[src/rtl/core/ept_pkg.sv]
package ept_pkg;

    typedef struct packed {
        logic signed [31:0] pos_x;
        logic signed [31:0] pos_y;
        logic signed [31:0] pos_z;
        logic signed [15:0] yaw;
        logic signed [15:0] pitch;
        logic signed [15:0] roll;
    } t_pose;

    typedef struct packed {
        logic signed [15:0] rot_00;
        logic signed [15:0] rot_01;
        logic signed [15:0] rot_02;
        logic signed [31:0] trans_x;
        logic signed [15:0] rot_10;
        logic signed [15:0] rot_11;
        logic signed [15:0] rot_12;
        logic signed [31:0] trans_y;
        logic signed [15:0] rot_20;
        logic signed [15:0] rot_21;
        logic signed [15:0] rot_22;
        logic signed [31:0] trans_z;
    } t_xform;

    localparam int ATAN_ENTRIES = 24;
    localparam logic signed [33:0] PI_Q30      = 34'sd3373259426;
    localparam logic signed [33:0] HALF_PI_Q30 = 34'sd1686629713;
    localparam logic signed [33:0] GAIN_Q30    = 34'sd652032874;
    localparam logic signed [17:0] ONE_Q14     = 18'sd16384;

    function automatic logic signed [33:0] atan_q30(input logic [4:0] idx);
        case (idx)
            5'd0:  atan_q30 = 34'sh03243F6A8;
            5'd1:  atan_q30 = 34'sh01DAC6705;
            5'd2:  atan_q30 = 34'sh00FADBAFC;
            5'd3:  atan_q30 = 34'sh007F56EA6;
            5'd4:  atan_q30 = 34'sh003FEAB76;
            5'd5:  atan_q30 = 34'sh001FFD55B;
            5'd6:  atan_q30 = 34'sh000FFFAAA;
            5'd7:  atan_q30 = 34'sh0007FFF55;
            5'd8:  atan_q30 = 34'sh0003FFFEA;
            5'd9:  atan_q30 = 34'sh0001FFFFD;
            5'd10: atan_q30 = 34'sh0000FFFFF;
            5'd11: atan_q30 = 34'sh00007FFFF;
            5'd12: atan_q30 = 34'sh00003FFFF;
            5'd13: atan_q30 = 34'sh00001FFFF;
            5'd14: atan_q30 = 34'sh00000FFFF;
            5'd15: atan_q30 = 34'sh000007FFF;
            5'd16: atan_q30 = 34'sh000003FFF;
            5'd17: atan_q30 = 34'sh000001FFF;
            5'd18: atan_q30 = 34'sh000000FFF;
            5'd19: atan_q30 = 34'sh0000007FF;
            5'd20: atan_q30 = 34'sh0000003FF;
            5'd21: atan_q30 = 34'sh0000001FF;
            5'd22: atan_q30 = 34'sh0000000FF;
            5'd23: atan_q30 = 34'sh00000007F;
            default: atan_q30 = '0;
        endcase
    endfunction

    function automatic logic signed [17:0] clamp_q14(input logic signed [35:0] v);
        if (v > 36'(ONE_Q14)) begin
            clamp_q14 = ONE_Q14;
        end else if (v < -36'(ONE_Q14)) begin
            clamp_q14 = -ONE_Q14;
        end else begin
            clamp_q14 = v[17:0];
        end
    endfunction

    function automatic logic signed [17:0] mul_q14(input logic signed [17:0] a,
                                                   input logic signed [17:0] b);
        logic signed [35:0] p;
        p = a * b + 36'sd8192;
        mul_q14 = 18'(p >>> 14);
    endfunction

endpackage

[src/rtl/core/ept_cordic.sv]
module ept_cordic
    import ept_pkg::*;
#(
    parameter int STAGES = 14
) (
    input  logic                i_clk,
    input  logic                i_en,
    input  logic signed [15:0]  i_ang,
    output logic signed [17:0]  o_sin,
    output logic signed [17:0]  o_cos
);

    localparam int NS = (STAGES < ATAN_ENTRIES) ? STAGES : ATAN_ENTRIES;

    logic signed [33:0] r_x [0:NS];
    logic signed [33:0] r_y [0:NS];
    logic signed [33:0] r_z [0:NS];
    logic               r_flip [0:NS];
    logic signed [33:0] n_z0;
    logic               n_flip0;
    logic signed [35:0] n_xr, n_yr;

    // quadrant fold
    always_comb begin
        n_z0 = 34'(i_ang) <<< 17;
        n_flip0 = 1'b0;
        if (n_z0 > HALF_PI_Q30) begin
            n_z0 = n_z0 - PI_Q30;
            n_flip0 = 1'b1;
        end else if (n_z0 < -HALF_PI_Q30) begin
            n_z0 = n_z0 + PI_Q30;
            n_flip0 = 1'b1;
        end
    end

    always_ff @(posedge i_clk) begin
        if (i_en) begin
            r_x[0] <= GAIN_Q30;
            r_y[0] <= '0;
            r_z[0] <= n_z0;
            r_flip[0] <= n_flip0;
            for (int i = 0; i < NS; i++) begin
                if (!r_z[i][33]) begin
                    r_x[i+1] <= r_x[i] - (r_y[i] >>> i);
                    r_y[i+1] <= r_y[i] + (r_x[i] >>> i);
                    r_z[i+1] <= r_z[i] - atan_q30(5'(i));
                end else begin
                    r_x[i+1] <= r_x[i] + (r_y[i] >>> i);
                    r_y[i+1] <= r_y[i] - (r_x[i] >>> i);
                    r_z[i+1] <= r_z[i] + atan_q30(5'(i));
                end
                r_flip[i+1] <= r_flip[i];
            end
        end
    end

    always_comb begin
        n_xr = (36'(r_x[NS]) + 36'sd32768) >>> 16;
        n_yr = (36'(r_y[NS]) + 36'sd32768) >>> 16;
    end

    always_ff @(posedge i_clk) begin
        if (i_en) begin
            o_cos <= r_flip[NS] ? -clamp_q14(n_xr) : clamp_q14(n_xr);
            o_sin <= r_flip[NS] ? -clamp_q14(n_yr) : clamp_q14(n_yr);
        end
    end

endmodule

[config.mk]
export PLATFORM = sky130hd
export DESIGN_NAME = ept_cordic
export DESIGN_NICKNAME = d
export VERILOG_FILES = /design/src/rtl/core/ept_pkg.sv /design/src/rtl/core/ept_cordic.sv
export SDC_FILE = /design/constraint.sdc
export NUM_CORES = 2
export LEC_CHECK = 0
export ABC_AREA = 1
export BUFFER_PORTS_ARGS = -buffer_cell sky130_fd_sc_hd__buf_2
export CORE_MARGIN = 10
export CORE_UTILIZATION = 35
export CTS_BUF_LIST = sky130_fd_sc_hd__clkbuf_4 sky130_fd_sc_hd__clkbuf_8
export DETAILED_ROUTE_END_ITERATION = 10
export HOLD_SLACK_MARGIN = 0.08
export PLACE_DENSITY = 0.59
export SYNTH_ARGS = -nofsm -noshare
export SYNTH_HDL_FRONTEND = slang
export SYNTH_SLANG_ARGS = --single-unit
[constraint.sdc]
create_clock -name i_clk -period 5.8 [get_ports i_clk]
set_clock_uncertainty 0.1 [all_clocks]
set_input_delay 0.87 -clock i_clk [delete_from_list [all_inputs] [get_ports i_clk]]
set_output_delay 0.87 -clock i_clk [all_outputs]
set_load 0.005 [all_outputs]
* After elaboration in Yosys (flattened, before gate mapping) *
Memory sizes are Yosys's and may differ from the RTL's.
Index checks and enable logic that the tools add are counted.

operators by class
  $add $sub $neg = 89
  magnitude comparators = 6
  muxes and demuxes = 196
  bitwise logic cells = 42

operator list
  cell                                            number
  2-to-1 mux 34 bit                               100
  subtractor 34 bit                               16
  adder 34 bit                                    15
  2-to-1 mux 18 bit                               8
  2-to-1 mux 1 bit                                88
  adder 34 x 17 -> 35 bit, second input constant  2
  adder 34 x 21 -> 34 bit                         2
  adder 34 x 22 -> 34 bit                         2
  adder 34 x 23 -> 34 bit                         2
  adder 34 x 24 -> 34 bit                         2
  adder 34 x 25 -> 34 bit                         2
  adder 34 x 26 -> 34 bit                         2
  adder 34 x 27 -> 34 bit                         2
  adder 34 x 28 -> 34 bit                         2
  adder 34 x 29 -> 34 bit                         2
  adder 34 x 30 -> 34 bit                         2
  adder 34 x 31 -> 34 bit                         2
  adder 34 x 32 -> 34 bit                         2
  adder 34 x 33 -> 34 bit                         2
  subtractor 34 x 21 -> 34 bit                    2
  subtractor 34 x 22 -> 34 bit                    2
  subtractor 34 x 23 -> 34 bit                    2
  subtractor 34 x 24 -> 34 bit                    2
  subtractor 34 x 25 -> 34 bit                    2
  16 further kinds                                68

storage, ports and cells
  flip-flop bits (word level) = 36
  memory bits (writable) = 1545
  word-level logic and storage cells = 339
  memories kept = 4

memory list
  memory  words  bits a word  rd ports  clocked after memory_dff  write ports  line              source
  r_x     15     34           15        0                         15           ept_cordic.sv:15  logic signed [33:0] r_x [0:NS];
  r_y     15     34           15        0                         15           ept_cordic.sv:16  logic signed [33:0] r_y [0:NS];
  r_z     15     34           14        0                         15           ept_cordic.sv:17  logic signed [33:0] r_z [0:NS];
  r_flip  15     1            15        0                         15           ept_cordic.sv:18  logic r_flip [0:NS];

* Logic depth before layout (Yosys ltp) *
  depth in word-level cells = 7
  depth in mapped cells = 27

* Worst setup path after synthesis *
Ideal clock, no wire load.

  path kind = input to register
  start point = input port i_en
  end point = memory r_z[3][29], in the netlist r_z[0][131] (data pin)
  setup time = 260 ps
  data arrival time = 4565 ps
  setup slack = 875 ps
  stages = 17
  buffers on the path = 3
  cell sequence = nand2_1 -> clkbuf_1 -> clkbuf_1 -> clkbuf_1 -> inv_1 -> ha_1 -> a21oi_1 -> nand2_1 -> a21oi_1 -> o21ai_2 -> a21boi_0 -> o21ai_0 -> a21boi_0 -> o21ai_0 -> nand2_1 -> nand2_1 -> xor2_1

RTL lines
  element             line              source
  start: declaration  ept_cordic.sv:7   input logic i_en,
  end: declaration    ept_cordic.sv:17

==> qor.yml <==
global_route:
  grt.total_usage_pct: 17.7
  grt_pass1_vias: 94100
  grt_pass1_wl_microns: 518000
  antenna_found_initial: 1
  grt_max_degree: 174
  gr-total-overflow: 0
setup_path:
  crit_slowest_cell: "edfxtp_1"
  arrival_ps: 5900
  crit_required_ps: 6450
  cpPeakStageDelay_ps: 500
  worstSetupStartpointType: "flop"
  reg2regPathDepth: 20
  cpMostUsedCell: "nand2_1"
  reg2reg_to: "r_y[5][33]"
  crit_path_end_kind: "flop"
  path_max_fanout: 5
  r2r_setup_slack_ps: 560
  rr_startpoint: "r_x[0][142]"
  crit_chain: "nor3_1, nand2_1, nor3_1, nand2_1, nor3_2, nand2_1, nor2_1, nand2_1, o21ai_0, o21ai_0, xor2_1, inv_1, ha_1, nand2_1, nor4_1, nand3_1, o211ai_1, a21boi_0, o21ai_0, xor2_1"
  critPathKind: "reg -> reg"
clock_network:
  cts_buffer_depth: 4
  cts.sinks: 1294
  tritoncts: "done"
  cts_buffers: 237
  clk_pin_slew_ps: 70
  htree_num_levels: 4
  cts_root_buf: "clkbuf_8"
  post_cts_buffers: 0
  insertion_delay_ps: 1030
timing:
  maxSlewHeadroom_pct: 27.9
  setup_slack_ps: 555
  setup_viol: 0
  timing.final.crit_share_pct: 90.4
  tightestPinTransition_ps: 1080
  final-hold-violation-count: 0
  rsz0062_at_grt: "no"
  max_freq_mhz: 191
  finalMaxSlewViolations: 0
  tns_ps: 0
  fin_crit_ps: 5240
place:
  routabilityCongestion: 0.971
  dp_hpwl_microns: 269000
  port_buffers: 53
  place_ws_ps: 640
  placedCellCount: 18600
worst_hold_path:
  whs_path_depth: 1
  hp-class: "in -> reg"
  min_from: "i_en"
  hold_end: "r_z[1][58]"
logic_synthesis:
  syn_nets: 15500
  yosysUniqueCellTypes: 70
  synthArstFlopShare_pct: 0
  synth_edf_count: 1294
  synth_fa_ha_area_share_pct: 13.9
  post-synth-top-area-cell: "edfxtp_1"
  syn-cell-area_sq_um: 116000
  synthSimpleGateAreaFrac_pct: 17.5
  muxShareOfSynthArea_pct: 0
  synth_xor_area_share_pct: 13.0
  synth_top_family_by_area: "simple AND/OR/NAND/NOR gates"
  synth_compound_area_share_pct: 15.5
  synth_area_leaders: "edfxtp_1 (34%), ha_1 (13%), xor2_1 (8.9%)"
  netlist.area_leader.share_pct: 33.6
  syn_avg_cell_area_sq_um: 8.10
  synth_seq_cells: 1294
  syn_inst: 14300
  yosysSeqAreaShare_pct: 33.6
  ys_warn_count: 0
  synth_top_flop_cell: "edfxtp_1"
cells_and_area:
  fillers: 34000
  areaGrowthSynthToFinish_pct: 9.40
  nets: 15800
  multi_input_area_sq_um: 69200
  mostFrequentLayoutCells: "nand2_1 (2524), inv_1 (1854), a21oi_1 (1444)"
  drive_above_1_share_pct: 4.33
  fin_cells: 19100
  mostFrequentLayoutCell: "nand2_1"
  layout.area.seq_sq_um: 38900
floorplanning:
  start_util_pct: 35.2
  die_w_microns: 594
  fp.dieArea_sq_um: 353000
  ioPinCount: 54
  rows: 210
  die_h_microns: 594
  coreArea_sq_um: 328000
drt:
  routed_wl_microns: 328000
  detail_route.wl_per_cell_microns: 17.2
  vias: 97100
  drc: 0
  antenna_left: 0
  drtIter0Drc: 6626
  drt_first_pass_iters: 6
  routed_via_density: 5.09
job:
  max_cap_violations: 0
outcome:
  status: "complete, no violations"
[per-layer routing]
| metal | part of all wire [%] | GRT usage, % | vias up |
|---|---|---|---|
| li1 | - | - | 49600 |
| met1 | 45 | 23.3 | 44700 |
| met2 | 47 | 30.8 | 2280 |
| met3 | 4.8 | 2.05 | 482 |
| met4 | 2.8 | 4.93 | 0 |
| met5 | 0 | 0 | - |
[what timing repair did]
action / CTS / global route
endpoints found under the hold margin: 14 / 0
resized for setup: 0 / 0
hold buffers: 12 / 0
[state kept, by name, indices dropped and copies added, names as in the netlist]
signal / cells
o_cos: 18
o_sin: 18
r_flip: 14
r_x: 401
r_y: 428
r_z: 415
[critical path: cells and delay by family (launching register included)]
kind / cells / cell delay, ps
buf+inv: 1 / 50
simple gates: 11 / 2270
xor+xnor: 2 / 250
compound gates: 5 / 1470
fa+ha+maj: 1 / 340
flops: 1 / 500
[through the flow]
stage               area, sq um  utilization [%]  hold WS [ps]
detailed placement       121000             37.0           306
floorplan                116000                -           300
finish                   126000             38.5           229
global route             126000             38.5           157
global placement         121000             37.0           301
CTS                      126000             38.5          84.9
[final cells by class]
cell class	count	share of cell area [%]
Multi-Input combinational cell	11000	54.8
Sequential cell	1294	30.8
Inverter	1866	5.54
Tap cell	4346	4.30
Clock buffer	299	2.97
Clock inverter	122	0.833
Timing Repair Buffer	144	0.806
Antenna cell	2	0.00396
[kinds of logic (layout without fill, tap and decap cells)]
logic type / after synthesis / in the layout
simple gates: 4868 / 4868
compound gates: 3154 / 3154
buf+inv: 1973 / 2431
xor+xnor: 1709 / 1709
flops: 1294 / 1294
fa+ha+maj: 1264 / 1264
other cells: 0 / 2
[synth_stat cells, types with 69 or more instances]
cell type,count
ha_1,1225
a21oi_1,1444
xnor2_1,531
clkbuf_1,90
o21ai_0,835
nor2_1,1268
nor4_1,107
xor2_1,1176
o21a_1,75
a21boi_0,102
inv_1,1855
o31ai_1,80
a21o_1,69
nand2_1,2534
edfxtp_1,1294
nand4_1,141
nand3_1,443
nor3_1,239
a31oi_1,212
[how the worst max path moves through the flow]
stage           startpoint           to  slack [ps]
2_1_floorplan         i_en  r_z[0][131]         880
3_3_place_gp    r_x[1][78]  r_y[11][33]         620
3_5_place_dp          i_en  r_x[1][234]         640
4_1_cts         r_x[1][78]  r_y[11][33]         720
5_1_grt        r_x[0][142]   r_y[5][33]         210
6_report       r_x[0][142]   r_y[5][33]         560
Power is not shown: default switching activity piles up to over one toggle a cycle in this logic, so the estimate is an artifact.
